--- config.mk ---
export PLATFORM = sky130hd
export DESIGN_NAME = bem_search
export DESIGN_NICKNAME = d
export VERILOG_FILES = /design/src/bem_pkg.sv /design/src/bem_search.sv
export SDC_FILE = /design/constraint.sdc
export NUM_CORES = 1
export LEC_CHECK = 0
export BUFFER_PORTS_ARGS = -buffer_cell sky130_fd_sc_hd__buf_4
export CAP_MARGIN = 20
export CORE_MARGIN = 2
export CORE_UTILIZATION = 45
export CTS_BUF_LIST = sky130_fd_sc_hd__clkbuf_8
export DETAILED_ROUTE_END_ITERATION = 10
export HOLD_SLACK_MARGIN = 0.05
export PLACE_DENSITY = 0.66
export RECOVER_POWER = 50
export SETUP_SLACK_MARGIN = 0.15
export SLEW_MARGIN = 20
export SYNTH_ARGS = -nofsm -noshare
export SYNTH_HDL_FRONTEND = slang
export SYNTH_SLANG_ARGS = --single-unit
--- constraint.sdc ---
create_clock -name clock -period 17.82 [get_ports clock]
set_input_delay 0 -clock clock [delete_from_list [all_inputs] [get_ports clock]]
set_output_delay 0 -clock clock [all_outputs]
set_load 0.05 [all_outputs]
--- src/bem_pkg.sv ---
// Shared types and constants of the bitap exact byte matcher.
`default_nettype none
package bem_pkg;

   // Pattern and text geometry
   localparam int MaxPatternDef = 64;
   localparam int ByteW         = 8;
   localparam int NumBytes      = 256;
   localparam int CountW        = 32;

   // Counter ceiling and register reset value
   localparam logic [CountW-1:0] CountMax      = '1;
   localparam logic [CountW-1:0] LimitResetDef = '1;

   // Configuration port geometry: word index sits above the byte offset
   localparam int CsrAddrW = 3;
   localparam int CsrDataW = 32;
   localparam logic [0:0] CsrIdxLimit = 1'b0;

   // Command codes of an input word
   typedef enum logic [1:0] {
      CMD_BEGIN  = 2'd0,
      CMD_APPEND = 2'd1,
      CMD_TEXT   = 2'd2
   } cmd_type;

   // Pattern status handed from the mask store to the search stage
   typedef struct packed {
      logic has_pattern;
      logic overlong;
   } pat_info_type;

endpackage
`default_nettype wire

--- src/bem_search.sv ---
// Shift-and search stage: match vector, offset and count, plus the result register.
`default_nettype none
module bem_search #(
   parameter int MaxPattern = bem_pkg::MaxPatternDef
) (
   input  wire logic                                       clock,
   input  wire logic                                       reset,
   input  wire logic                                       accept,
   input  wire bem_pkg::cmd_type                           cmd,
   input  wire logic                                       text_end,
   input  wire logic [MaxPattern-1:0]                      mask,
   input  wire bem_pkg::pat_info_type                      info,
   input  wire logic [(MaxPattern > 1 ? $clog2(MaxPattern) : 1)-1:0] top,
   input  wire logic [bem_pkg::CountW-1:0]                 limit,
   output logic                                            in_stall,
   output logic                                            rsp_valid,
   input  wire logic                                       rsp_stall,
   output logic                                            rsp_match_found,
   output logic                                            rsp_position_recorded,
   output logic      [bem_pkg::CountW-1:0]                 rsp_match_start,
   output logic      [bem_pkg::CountW-1:0]                 rsp_match_count,
   output logic                                            rsp_pattern_too_long,
   output logic                                            rsp_text_done
);
   import bem_pkg::*;

   // Stage one: the word whose mask is being read
   logic                  s1_valid_ff, s1_valid_in;
   cmd_type               s1_cmd_ff;
   logic                  s1_end_ff;

   // Search state
   logic [MaxPattern-1:0] vec_ff, vec_in, vec_next;
   logic [CountW-1:0]     offset_ff, offset_in;
   logic [CountW-1:0]     count_ff, count_in, count_hit;

   // Result register
   logic                  rsp_valid_ff, rsp_valid_in;
   logic                  found_ff, found_in;
   logic                  rec_ff, rec_in;
   logic [CountW-1:0]     start_ff, start_in;
   logic [CountW-1:0]     cnt_ff, cnt_in;
   logic                  long_ff;
   logic                  done_ff, done_in;

   logic                  out_blocked, advance, hit;
   logic [CountW-1:0]     top_ext;

   // Move stage one on whenever the result register is free or being taken
   always_comb begin
      out_blocked  = rsp_valid_ff && rsp_stall;
      advance      = s1_valid_ff && !out_blocked;
      in_stall     = s1_valid_ff && out_blocked;
      s1_valid_in  = accept || (s1_valid_ff && !advance);
      rsp_valid_in = advance || out_blocked;
   end

   // Advance the match vector and form the result
   always_comb begin
      vec_next  = ((vec_ff << 1) | MaxPattern'(1)) & mask;
      hit       = info.has_pattern && vec_next[top];
      top_ext   = CountW'(top);
      count_hit = (count_ff != CountMax) ? count_ff + CountW'(1) : count_ff;
      vec_in    = vec_ff;
      offset_in = offset_ff;
      count_in  = count_ff;
      found_in  = 1'b0;
      rec_in    = 1'b0;
      start_in  = '0;
      cnt_in    = '0;
      done_in   = 1'b0;
      case (s1_cmd_ff)
         CMD_BEGIN: begin
            vec_in    = '0;
            offset_in = '0;
            count_in  = '0;
         end
         CMD_TEXT: begin
            vec_in = vec_next;
            if (hit) begin
               found_in = 1'b1;
               rec_in   = count_ff < limit;
               start_in = (offset_ff >= top_ext) ? offset_ff - top_ext : '0;
               count_in = count_hit;
            end
            cnt_in    = count_in;
            done_in   = s1_end_ff;
            offset_in = (offset_ff != CountMax) ? offset_ff + CountW'(1) : offset_ff;
            // drop the search at the end of a text
            if (s1_end_ff) begin
               vec_in    = '0;
               offset_in = '0;
               count_in  = '0;
            end
         end
         default: begin
         end
      endcase
   end

   // Control registers
   always_ff @(posedge clock) begin
      if (reset) begin
         s1_valid_ff  <= 1'b0;
         rsp_valid_ff <= 1'b0;
         vec_ff       <= '0;
         offset_ff    <= '0;
         count_ff     <= '0;
      end else begin
         s1_valid_ff  <= s1_valid_in;
         rsp_valid_ff <= rsp_valid_in;
         if (advance) begin
            vec_ff    <= vec_in;
            offset_ff <= offset_in;
            count_ff  <= count_in;
         end
      end
   end

   // Stage one payload
   always_ff @(posedge clock) begin
      if (accept) begin
         s1_cmd_ff <= cmd;
         s1_end_ff <= text_end;
      end
   end

   // Result payload, held while the receiver stalls
   always_ff @(posedge clock) begin
      if (advance) begin
         found_ff <= found_in;
         rec_ff   <= rec_in;
         start_ff <= start_in;
         cnt_ff   <= cnt_in;
         long_ff  <= info.overlong;
         done_ff  <= done_in;
      end
   end

   assign rsp_valid             = rsp_valid_ff;
   assign rsp_match_found       = found_ff;
   assign rsp_position_recorded = rec_ff;
   assign rsp_match_start       = start_ff;
   assign rsp_match_count       = cnt_ff;
   assign rsp_pattern_too_long  = long_ff;
   assign rsp_text_done         = done_ff;

endmodule
`default_nettype wire

==> results summary, run 1 <==
The total net switching power is approximately 250 µW. The worst pin sits at a relative slew slack of -158%. The number of enable-type register cells in the synthesized netlist came out at between 70 and 80.

The final hold violation count is 0. Of the cells placed in the final design, the portion with a size suffix greater than 1 is 11.9%. The maximum clock skew at final layout came out at slightly above 0.02 ns. The total of buffers placed on input and output ports is 180. The initial core utilization came out at a little under half. The setup path with the least slack is of type reg2reg. The area overhead of the layout relative to synthesis is 20.2%. The wire length of the first global-routing pass came out at about 50,000 µm. The number of cells produced by synthesis is roughly 1,300.

The signal on the critical path passes through a21boi_0 > clkbuf_1 > nand2b_1 > buf_4 > or3_1 > a21oi_1. At the end of the flow, the number of nets in the layout was between 1,500 and 2,000. The average cell area after synthesis came out at about 8.6 µm².

The cell area after technology mapping is around 11,000 µm². The worst path required time came out at between 15 and 20 ns. The via count of the first global-routing pass is roughly 9,600. The post-detailed-route DRC marker count is 0. The cell family with the largest share of critical-path delay is buffers and inverters. The fraction of the yosys area taken by sequential cells is 42.4%. The count of endpoints failing setup in the final report came out at 0. The longest clock path from root to sink contains 2 buffers. The area occupied by multi-input gates came out at just under 6000 µm².

TritonCTS built the clock tree. The total power divided by cell area is just under 70 nW/µm². The total congestion overflow is 0. In this run the standard cell core region covers 24,300 µm². The total power after layout is around 900 µW. Sorting the synthesized cells by how often they occur yields sky130_fd_sc_hd__nand2_1, sky130_fd_sc_hd__dfxtp_1, sky130_fd_sc_hd__nor2_1. Of all flip-flops after synthesis, the portion carrying an async set or reset was 0%. After routing, the total negative slack on setup checks comes to 0 ns. The die footprint came out at roughly 26,000 µm². The worst setup path is captured at a flop. The number of nets in the synthesized netlist is between 1,000 and 1,500. The sequential cell fraction of total power is between 50% and 60%. Wires add up to between 30,000 and 40,000 µm. The most used flip-flop cell after synthesis is sky130_fd_sc_hd__dfxtp_1. The via count normalized by instance count came out at between 5 and 6. The count of TritonRoute iterations in the first routing pass is 5. The routed layout has ~10,000 vias. The H-tree depth is 4.

The largest incremental delay on the critical path came out at about 2.7 ns. The worst path needs 6.49 ns of the cycle, external delays included. The number of antenna violations at the first check in global routing was 2. The post-synthesis cell type count is 66.

The tree is rooted in a sky130_fd_sc_hd__clkbuf_8. Sorting the synthesized cells by area gives the leading types as sky130_fd_sc_hd__dfxtp_1, sky130_fd_sc_hd__edfxtp_1, sky130_fd_sc_hd__nand2_1. The checks that failed: capacitance limit, slew limit. The post-detailed-route count of antenna-violating nets came out at 0. During synthesis, Yosys emitted a total of 0 warnings. Entering global routing, the biggest net connects 96 pins. The final estimated routing congestion in global placement is around 0.89. The mean routed wirelength per cell came out at 17.1 µm. The number of max-cap violations is 2. Static timing analysis puts the maximum clock frequency at between 150 and 200 MHz.

The die height came out at ~160 µm. The worst supply voltage drop on vdd is around 0.000044 V. In the post-synthesis netlist, the cell with the most instances is sky130_fd_sc_hd__nand2_1. The number of CTS-inserted buffers came out at 17. The boundary pin count came out at 181. The max-slew violation count is a little over 100.

The arrival time of data at the critical path endpoint is a little under 7 ns. Global routing used 23.8% of the available tracks. The smallest hold slack came out at 0.0888 ns. The proportion of power drawn by the clock network is between 30% and 40%. The buffers inserted during post-CTS setup optimization is 0.

The cell type with the highest aggregate area in the netlist is sky130_fd_sc_hd__dfxtp_1. The standard cell with the maximum stage delay on the critical path is sky130_fd_sc_hd__clkbuf_1. After the first detailed-routing iteration, the DRC count stood at around 800. Setup repair after global routing left no endpoint under its margin. The part of the total power dissipated in combinational logic came out at between 10% and 20%.

The end-of-flow core utilization is about 55%. The sequential cell area in the final layout is between 4000 and 5000 µm². After layout, the worst path uses between 30% and 40% of the clock period. In this run the static leakage power is ~0.005 µW. The floorplan has 57 rows.

The flow ran to the end, but the final reports show violations. The type of origin of the critical path is a flop. The class of the tightest hold or removal check is in2reg.

Of all nets on the critical path, the largest fanout is 80. The transition time at the pin with the least slew margin is between 3 and 4 ns. The buffers plus inverters on the worst setup path came out at 2. The area share of the leading cell type in the synthesized netlist is a little under a quarter. Clock-pin slew was measured on the worst setup and hold paths at 0.10 ns. The filler cell count is roughly 2,300. The internal power is between 600 and 700 µW. The estimated wirelength of the detail-placed design came out at approximately 21,000 µm.

In this run the horizontal extent of the chip is 161 µm. Net switching is 27.4% of the power. The flip-flop and latch count after synthesis came out at 200. The total clock sinks is 200. The clock insertion delay at the later pin of the skew report is between 0.4 and 0.5 ns.
[state kept, by name (all words and copies together), names as in the netlist]
| signal | flops |
|---|---|
| vec_ff | 63 |
| count_ff | 32 |
| offset_ff | 32 |
| rsp_match_count | 32 |
| rsp_match_start | 32 |
| s1_cmd_ff | 2 |
| rsp_match_found | 1 |
| rsp_pattern_too_long | 1 |
| rsp_position_recorded | 1 |
| rsp_text_done | 1 |
| rsp_valid | 1 |
| s1_end_ff | 1 |
| s1_valid_ff | 1 |
[logic make-up after synthesis]
family          Yosys count  share of synthesized area [%]
simple gates            586                           27.9
compound gates          254                           14.1
flops                   200                           42.4
buf+inv                 149                           5.54
xor+xnor                 61                           4.81
fa+ha+maj                40                           4.57
mux                       6                          0.653
[per-layer routing]
layer	track usage (%)	vias to the layer above	part of all wire (%)
met5	0	-	0
li1	-	5050	-
met1	33.6	4799	46
met2	38.2	411	46
met3	4.11	36	7.2
met4	5.93	0	1.5
[what timing repair did]
action,CTS,global route
hold buffers,69,0
endpoints found under the hold margin,72,0
gates resized for setup,0,0
[power groups by stage]
stage,combinational [µW],sequential [µW],clock (µW)
3_5_place_dp,111,493,0
5_1_grt,125,484,334
2_1_floorplan,40.1,516,0
3_3_place_gp,110,493,0
6_report,117,483,313
4_1_cts,123,482,320
[cell usage in the layout, fill, tap and decap left out, types with 10 or more instances in the layout]
master	count
sky130_fd_sc_hd__a31oi_1	18
sky130_fd_sc_hd__nand3_1	46
sky130_fd_sc_hd__nor3_2	14
sky130_fd_sc_hd__xor2_1	19
sky130_fd_sc_hd__nor3_1	25
sky130_fd_sc_hd__dfxtp_1	129
sky130_fd_sc_hd__and3_1	17
sky130_fd_sc_hd__nor4_1	12
sky130_fd_sc_hd__ha_1	39
sky130_fd_sc_hd__nor2b_1	10
sky130_fd_sc_hd__nand3b_1	13
sky130_fd_sc_hd__and2_1	10
sky130_fd_sc_hd__nor2_1	118
sky130_fd_sc_hd__xnor2_1	42
sky130_fd_sc_hd__or3_1	27
sky130_fd_sc_hd__buf_4	110
sky130_fd_sc_hd__dlygate4sd3_1	69
sky130_fd_sc_hd__clkbuf_1	75
sky130_fd_sc_hd__o31ai_1	11
sky130_fd_sc_hd__inv_1	53
sky130_fd_sc_hd__clkbuf_8	18
sky130_fd_sc_hd__nand2b_1	14
sky130_fd_sc_hd__o21ai_0	39
sky130_fd_sc_hd__a21oi_1	112
sky130_fd_sc_hd__edfxtp_1	71
sky130_fd_sc_hd__nand4_1	82
sky130_fd_sc_hd__nand2_1	154
sky130_fd_sc_hd__a21o_1	13
[area by class of cell]
class	count	share of cell area (%)
Multi-Input combinational cell	947	43.2
Sequential cell	200	35.3
Timing Repair Buffer	258	13.8
Tap cell	324	3.03
Clock buffer	18	1.85
Inverter	53	1.49
Clock inverter	14	1.28
Antenna cell	2	0.0374
[worst paths after layout]
path,slack [ns],startpoint,endpoint,cells past startpoint
setup / recovery,11.33,s1_valid_ff,vec_ff[56],6
hold / removal,0.09,info[1],rsp_match_found,3
setup reg to reg,11.33,s1_valid_ff,vec_ff[56],6
hold reg to reg,0.46,vec_ff[55],vec_ff[55],2
[worst register-to-register path: stages (launching register included)]
cell and delay [ns]:
sky130_fd_sc_hd__dfxtp_1 0.35, sky130_fd_sc_hd__a21boi_0 0.50, sky130_fd_sc_hd__clkbuf_1 2.74, sky130_fd_sc_hd__nand2b_1 1.51, sky130_fd_sc_hd__buf_4 0.70, sky130_fd_sc_hd__or3_1 0.47
sky130_fd_sc_hd__a21oi_1 0.15
[through the flow]
stage | area [µm²] | std cells | setup slack (ns)
final | 13400 | 1816 | 11.33
after CTS | 13700 | 1814 | 14.40
after detailed placement | 12600 | 1713 | 14.32
after global routing | 13400 | 1816 | 10.64
after floorplan | 11100 | 1296 | 10.31
after global placement | 12600 | 1712 | 14.50
No activity file was read; power rests on OpenSTA's default activity.
==> run 2: changes to the inputs <==
==> constraint.sdc (replaced) <==
create_clock -name clock -period 6.1 [get_ports clock]
set_input_delay 0 -clock clock [delete_from_list [all_inputs] [get_ports clock]]
set_output_delay 0 -clock clock [all_outputs]
set_load 0.05 [all_outputs]
==> results summary, run 2 (synthesis gave the netlist of run 1 again) <==
The tree is rooted in a sky130_fd_sc_hd__clkbuf_8. The worst supply voltage drop on vdd is 0.000113 V (+160%). The total wire length came out at 30,900 µm (-0.59%). The filler cell count came out at 2,313 (+1.5%). The number of antenna violations at the first check in global routing came out at 1 (-1). Signal routing reaches up to met4. The area occupied by multi-input gates came out at 5810 µm² (+0.54%). The checks that failed: capacitance limit, slew limit.

The total number of vias is 10,400 (+0.62%). The end-of-flow core utilization is 55.1% (+0.098 points). The buffers plus inverters on the worst setup path came out at 1 (-1). The sum of routed wire segments on met1 was 13,800 µm (-2.8%). The via count of the first global-routing pass came out at 9,679 (+0.63%).

The worst path required time is 6.40 ns (-11.82 ns). The wire length of the first global-routing pass is 50,100 µm (about the same). The initial DRC count is 928 (+16%).

The number of resized instances in the post-cts repair step is 0 (unchanged). The core box area is 24,300 µm² (unchanged). The standby leakage power came out at 0.00495 µW (about the same).

The sequential cell area in the final layout came out at 4710 µm² (unchanged). The boundary pin count is 181 (unchanged). STA classifies the critical path endpoint as a flop.

The internal power is 1950 µW (+190%). The layout cell share with drive strength beyond 1 is 12.3% (+0.40 points). The die footprint came to 26,000 µm² (unchanged). The final hold violation count is 0 (unchanged). The total of buffers placed on input and output ports came to 180 (unchanged). The final estimated routing congestion in global placement was 0.852 (-4.1%). The net count of the finished layout is 1,628 (unchanged). The transition time at the pin with the least slew margin came out at 3.79 ns (-0.0766 ns). The portion of the clock cycle consumed by the worst path in the final layout came to 68.2% (+32 points).

The total net switching power came out at 719 µW (+190%). The part of the total power dissipated in combinational logic was 12.7% (about the same). The clock insertion delay at the later pin of the skew report is 0.47 ns (about the same). The total congestion overflow came to 0 (unchanged). The largest incremental delay on the critical path was 1.81 ns (-0.93 ns). The cell family contributing the most delay on the critical path is buffers and inverters. The total negative setup slack came out at 0 ns (unchanged).

In the layout the commonest cells are sky130_fd_sc_hd__nand2_1, sky130_fd_sc_hd__dfxtp_1, sky130_fd_sc_hd__nor2_1. The maximum fanout count along the critical path was 58 (-28%). The count of TritonRoute iterations in the first routing pass is 7 (+2). The area overhead of the layout relative to synthesis came out at 20.5%. The time the worst path needs with I/O delays and setup came out at 4.16 ns (-2.34 ns).

The number of buffers on the longest clock path is 2 (unchanged). The flip-flop count of the largest register after layout came to 63 (unchanged). The initial core utilization came out at 45.7% (unchanged). The cell row count came out at 57 (unchanged). The switching power share of the total was 27.0% (-0.40 points). The number of CTS-inserted buffers is 17 (unchanged).

The proportion of power drawn by the clock network is 34.4% (about the same). The die height came to 161 µm (unchanged). The H-tree depth is 4 (unchanged). The global-route usage over all layers came to 23.7% (-0.14 points). The met3 routed wirelength is 2330 µm (+3.9%). The flow ran to the end, but the final reports show violations. The number of max-cap violations is 3 (+1). The total clock sinks is 200 (unchanged). The mean routed wirelength per cell came to 17.0 µm (-0.54%). The relative slew slack is -152% (+5.1 points). The maximum clock skew at final layout came out at 0.0187 ns (-0.00166 ns). The sequential cell fraction of total power came to 52.8% (about the same). By startpoint and endpoint, the worst setup path is classified as reg2reg. The slowest stage of the critical path is the sky130_fd_sc_hd__clkbuf_1 cell. The post-detailed-route DRC marker count came to 0 (unchanged). The type of origin of the critical path is a flop. The register with the most flip-flops in the final layout is vec_ff. The total power divided by cell area came to 199 nW/µm² (+190%). The detailed-routed wire length on met2 is 14,200 µm (+0.36%). The signal on the critical path passes through a21boi_0 > nand2b_1 > clkbuf_1 > or3_1 > a21oi_1. The max-slew violation count was 171 (+66%).

Setup repair after global routing left no endpoint under its margin. The class of the tightest hold or removal check is in2reg. The via count normalized by instance count was 5.71 (+0.68%). The post-detailed-route count of antenna-violating nets is 0 (unchanged). The count of endpoints failing setup in the final report came out at 0 (unchanged). The largest net degree at the start of global routing came out at 96 (unchanged). The maximum operating frequency came to 240 MHz (+56%). The leading cell type in the layout, fill and taps excluded is sky130_fd_sc_hd__nand2_1.

The arrival time of data at the critical path endpoint is 4.46 ns (-2.43 ns). The estimated wirelength of the detail-placed design is 21,100 µm (-0.64%). The horizontal extent of the die is 161 µm (unchanged). The TritonCTS clock tree is built. The clock transition at the registers of the reported paths came out at 0.10 ns (about the same).
[run 2: cell count changes in the layout (fill, tap and decap cells not counted), sizes merged]
cell,change
buf,+1
diode,-1
clkinv,+1
inv,-3
clkinvlp,+1
[run 2: final timing paths]
| path | start | slack [ns] | end | depth (start not counted) |
|---|---|---|---|---|
| worst max-delay path | rsp_valid | 1.94 | vec_ff[62] | 5 |
| worst min-delay path | info[1] | 0.15 | rsp_match_found | 3 |
| worst max register to register | rsp_valid | 1.94 | vec_ff[62] | 5 |
| worst min register to register | vec_ff[55] | 0.46 | vec_ff[55] | 2 |
[run 2: timing repair]
action / in CTS / in global routing
endpoints found under the setup margin: 0 / 0
hold buffers: 69 / 0
buffers inserted: 0 / 0
hold endpoints to repair: 72 / 0
[run 2: area by class of cell]
type / instances / share of cell area (%)
flip-flops and latches: 200 / 35.2
clock inverters: 13 / 1.26
diodes: 1 / 0.0187
inverters: 53 / 1.49
repair buffers: 258 / 13.7
multi-input cells: 947 / 43.4
clock buffers: 19 / 1.95
well taps: 324 / 3.03
[run 2: tightest hold or removal path, delay by kind of cell]
| kind | cells | cell delay (ns) |
|---|---|---|
| buffers and inverters | 1 | 0.10 |
| AND/OR/NAND/NOR | 2 | 0.38 |
[run 2: metrics by stage]
stage / cell area [µm²] / hold slack (ns) / worst slack (ns) / total power, µW / cells
2_1_floorplan: 11100 / 0.0989 / 0.407 / 1620 / 1296
3_3_place_gp: 12600 / 0.179 / 2.70 / 1760 / 1713
3_5_place_dp: 12600 / 0.181 / 2.56 / 1760 / 1713
4_1_cts: 13700 / 0.106 / 2.57 / 2700 / 1814
5_1_grt: 13400 / 0.134 / 1.52 / 2760 / 1815
6_report: 13400 / 0.146 / 1.94 / 2670 / 1815
[run 2: power groups by stage]
stage          Combinational [µW]  Clock (µW)  Sequential [µW]
6_report                      339         918             1410
5_1_grt                       363         983             1410
4_1_cts                       356         938             1410
3_5_place_dp                  320           0             1440
3_3_place_gp                  319           0             1440
2_1_floorplan                 117           0             1510
[run 2: layer usage]
| layer | up-vias | track usage (%) |
|---|---|---|
| met1 | 4859 | 32.8 |
| li1 | 5064 | - |
| met2 | 401 | 38.2 |
| met5 | - | 0 |
| met4 | 0 | 6.33 |
| met3 | 36 | 4.47 |
==> run 3: changes to the inputs <==
--- a/config.mk
+++ b/config.mk
@@ -5,6 +5,7 @@
 export SDC_FILE = /design/constraint.sdc
 export NUM_CORES = 1
 export LEC_CHECK = 0
+export ABC_AREA = 1
 export BUFFER_PORTS_ARGS = -buffer_cell sky130_fd_sc_hd__buf_4
 export CAP_MARGIN = 20
 export CORE_MARGIN = 2
==> constraint.sdc (replaced) <==
create_clock -name clock -period 4 [get_ports clock]
set_input_delay 0 -clock clock [delete_from_list [all_inputs] [get_ports clock]]
set_output_delay 0 -clock clock [all_outputs]
set_load 0.05 [all_outputs]
==> results summary, run 3 <==
The run finished, with violations left. The checks that failed: capacitance limit, slew limit. The switching power share of the total came out at 29.6% (+2.6 points). The synthesized design spends more area on one cell type than any other, namely sky130_fd_sc_hd__dfxtp_1. The final hold violation count was 0 (unchanged). The flip-flop and latch count after synthesis came out at 200 (unchanged). The internal power is 2830 µW (+46%). The proportion of synthesized flip-flops having asynchronous set or reset is 0% (unchanged). The total number of vias came out at 11,800 (+14%). By area the synthesized netlist is led by sky130_fd_sc_hd__dfxtp_1, sky130_fd_sc_hd__edfxtp_1, sky130_fd_sc_hd__nand2_1.

STA classifies the critical path endpoint as a flop. The proportion of power drawn by the clock network came out at 32.8% (-1.6 points). The synthesized-area fraction occupied by ao, oa, aoi and oai cells was 10.1% (-4.0 points).

The portion of the clock cycle consumed by the worst path in the final layout came out at 81.9% (+14 points). The die footprint is 27,400 µm² (+5.5%). The core box area came out at 25,800 µm² (+6.2%). The root buffer cell chosen for the clock tree is sky130_fd_sc_hd__clkbuf_8. The post-detailed-route DRC marker count is 0 (unchanged). The average cell area after synthesis is 7.27 µm² (-15%).

The layout cell share with drive strength beyond 1 was 9.55% (-2.8 points). The time the worst path needs with I/O delays and setup came out at 3.28 ns (-0.881 ns). The path class of the tightest hold or removal check is in2reg. The area share of the leading cell type in the synthesized netlist came to 22.0% (-1.2 points).

The area share of fa/ha/maj cells after synthesis came out at 4.33% (-0.24 points). The worst supply voltage drop on vdd is 0.000144 V (+27%). The final estimated routing congestion in global placement is 0.908 (+6.6%).

On the critical path the largest part of the delay comes from simple AND/OR/NAND/NOR gates. The maximum clock skew at final layout is 0.0226 ns (+0.00391 ns). The end-of-flow core utilization is 54.4% (-0.71 points). The smallest hold slack came to 0.164 ns (+0.0182 ns).

The total wire length is 34,500 µm (+12%). The initial DRC count is 930 (+0.22%). The most used flip-flop cell after synthesis is sky130_fd_sc_hd__dfxtp_1.

The critical path goes through ha_1 > nand2_1 > nor4_1 > nand3_1 > or2_1 > nand2_1 > inv_4 > nand2_1 > nand2_4 > clkinv_2 > o21ai_1 > a21oi_1. The number of resized instances in the post-cts repair step is 0 (unchanged). The net count of the finished layout came out at 1,970 (+21%). The initial core utilization came out at 45.4% (-0.27 points). The count of endpoints failing setup in the final report came out at 0 (unchanged).

The global-route usage over all layers was 25.6% (+1.9 points). The post-synthesis xor/xnor area fraction is 2.46% (-2.3 points). The die height came out at 166 µm (+2.7%). The mean routed wirelength per cell is 15.9 µm (-6.4%).

The flip-flop count of the largest register after layout is 63 (unchanged). The cell row count is 59 (+3.5%). The via count of the first global-routing pass came out at 11,200 (+15%). The slowest stage of the critical path is the sky130_fd_sc_hd__nand2_1 cell. The transition time at the pin with the least slew margin is 1.76 ns (-2.02 ns). The count of synthesis-stage warnings from yosys was 0 (unchanged). The post-detailed-route count of antenna-violating nets came out at 0 (unchanged). The relative slew slack is -17.6% (+130 points). The max-slew violation count is 69 (-60%). The largest incremental delay on the critical path came out at 0.74 ns (-1.07 ns). The number of cells produced by synthesis came to 1,616 (+25%). The multiplexer fraction of the synthesized cell area came to 0% (-0.65 points). The part of the total power dissipated in combinational logic came out at 13.6% (+0.9 points). The total clock sinks came out at 200 (unchanged). The number of standard cells in the layout, taps in and fillers out is 2,167 (+19%). The count of inserted antenna diode cells came out at 0 (-1). The worst path required time is 4.42 ns (-1.98 ns). The via count normalized by instance count was 5.46 (-4.3%). In the layout the commonest cells are sky130_fd_sc_hd__nand2_1, sky130_fd_sc_hd__nor2_1, sky130_fd_sc_hd__inv_1. The clock insertion delay at the later pin of the skew report came to 0.50 ns (+0.03 ns). The number of CTS-inserted buffers came out at 17 (unchanged). The horizontal extent of the die is 166 µm (+2.7%). The arrival time of data at the critical path endpoint came out at 3.70 ns (-0.76 ns).

The standby leakage power came out at 0.00588 µW (+19%). The post-synthesis cell type count is 47 (-29%). The total power after layout came out at 4020 µW (+51%). The estimated wirelength of the detail-placed design was 24,100 µm (+14%).

By startpoint and endpoint, the worst setup path is classified as reg2reg. The fraction of the yosys area taken by sequential cells is 40.1% (-2.3 points). The register with the most flip-flops in the final layout is vec_ff. The count of TritonRoute iterations in the first routing pass came to 5 (-2).

The placed instance count came out at 2,064 (+20%). The wire length of the first global-routing pass is 55,800 µm (+11%). The number of max-cap violations came to 1 (-2).

The number of nets in the synthesized netlist came to 1,767 (+22%). The boundary pin count is 181 (unchanged). The number of buffers on the longest clock path came out at 2 (unchanged).

Setup repair after global routing left no endpoint under its margin. The total congestion overflow is 0 (unchanged). The filler cell count came out at 2,579 (+12%).

The simple-gate area share of the yosys netlist is 33.6% (+5.7 points). The total of buffers placed on input and output ports came out at 180 (unchanged). The commonest cells after synthesis are sky130_fd_sc_hd__nand2_1, sky130_fd_sc_hd__nor2_1, sky130_fd_sc_hd__inv_1.

The clock transition at the registers of the reported paths is 0.11 ns (about the same). The maximum fanout count along the critical path came to 27 (-53%). The sequential cell fraction of total power came out at 53.5% (+0.7 points). The most numerous cell type found on the critical path is sky130_fd_sc_hd__nand2_1.

The area overhead of the layout relative to synthesis came out at 19.6%. The largest net degree at the start of global routing came out at 85 (-11%). The number of enable-type register cells in the synthesized netlist was 71 (unchanged). The cell area after technology mapping came to 11,700 µm² (+5.6%). The buffers plus inverters on the worst setup path came to 2 (+1). After synthesis, the largest family of logic cells by area is simple AND/OR/NAND/NOR gates.

The worst setup path is launched from a flop. The H-tree depth is 4 (unchanged). Leaving out fill and tap cells, the most frequent cell in the layout is sky130_fd_sc_hd__nand2_1. The most common cell in the synthesized netlist is sky130_fd_sc_hd__nand2_1. The total net switching power came to 1190 µW (+65%). The total power divided by cell area was 286 nW/µm² (+44%). TritonCTS built the clock tree.

The number of antenna violations at the first check in global routing is 0 (-1). The maximum operating frequency came out at 305 MHz (+27%). The total negative setup slack came out at 0 ns (unchanged).
[run 3: cell types whose count changed in the layout (fill, tap and decap cells not counted), sizes merged, moves of 21 or more]
cell / change
nand3: +129
inv: +141
nand2: +161
or3: -27
a32oi: +32
a21oi: -22
a22oi: +21
xnor2: -38
nor2: +122
[run 3: power by group through the flow]
stage	Combinational, µW	Sequential (µW)	Clock [µW]
6_report	549	2150	1320
5_1_grt	592	2160	1410
4_1_cts	575	2150	1340
3_5_place_dp	518	2200	0
3_3_place_gp	515	2200	0
2_1_floorplan	205	2300	0
[run 3: cell families (layout without fill, tap and decap cells)]
kind of cell / after synthesis / in the layout
simple gates: 886 / 886
compound gates: 189 / 189
xor+xnor: 33 / 33
fa+ha+maj: 40 / 40
flops: 200 / 200
buf+inv: 268 / 484
[run 3: metal layers]
layer / vias to the layer above / routed length [µm] / GRT usage (%)
met3: 75 / 1920 / 3.17
met2: 381 / 16300 / 42.5
met1: 5509 / 15200 / 33.8
met5: - / 0 / 0
met4: 0 / 1130 / 10.4
li1: 5873 / - / -
[run 3: repair_timing]
| item | 4_1_cts | 5_1_grt |
|---|---|---|
| endpoints found under the hold margin | 94 | 0 |
| buffers inserted | 0 | 0 |
| hold buffers | 71 | 0 |
[run 3: tightest hold or removal path, cell delays in order]
cell	delay, ns
sky130_fd_sc_hd__buf_4	0.24
sky130_fd_sc_hd__fa_1	0.21
sky130_fd_sc_hd__nor2_1	0.04
[run 3: cell type report]
class	count	area, µm²	area share (%)
Multi-Input combinational cell	1148	5940	42.3
Sequential cell	200	4710	33.6
Timing Repair Buffer	261	1870	13.3
Inverter	191	721	5.13
Tap cell	335	419	2.98
Clock buffer	21	289	2.06
Clock inverter	11	98.8	0.704
[run 3: per-stage QoR]
stage	setup WS [ns]	cell area (µm²)
after floorplan	0.869	11800
after global placement	1.07	13300
after detailed placement	1.01	13300
after CTS	1.18	14400
after global routing	0.453	14000
final	0.723	14000
[run 3: path summary, 6_finish.rpt]
path | startpoint | end | slack [ns] | depth (start not counted)
hold reg to reg | vec_ff[58] | vec_ff[58] | 0.47 | 2
setup / recovery | offset_ff[1] | offset_ff[5] | 0.72 | 12
setup reg to reg | offset_ff[1] | offset_ff[5] | 0.72 | 12
hold / removal | top[1] | rsp_match_start[1] | 0.16 | 3
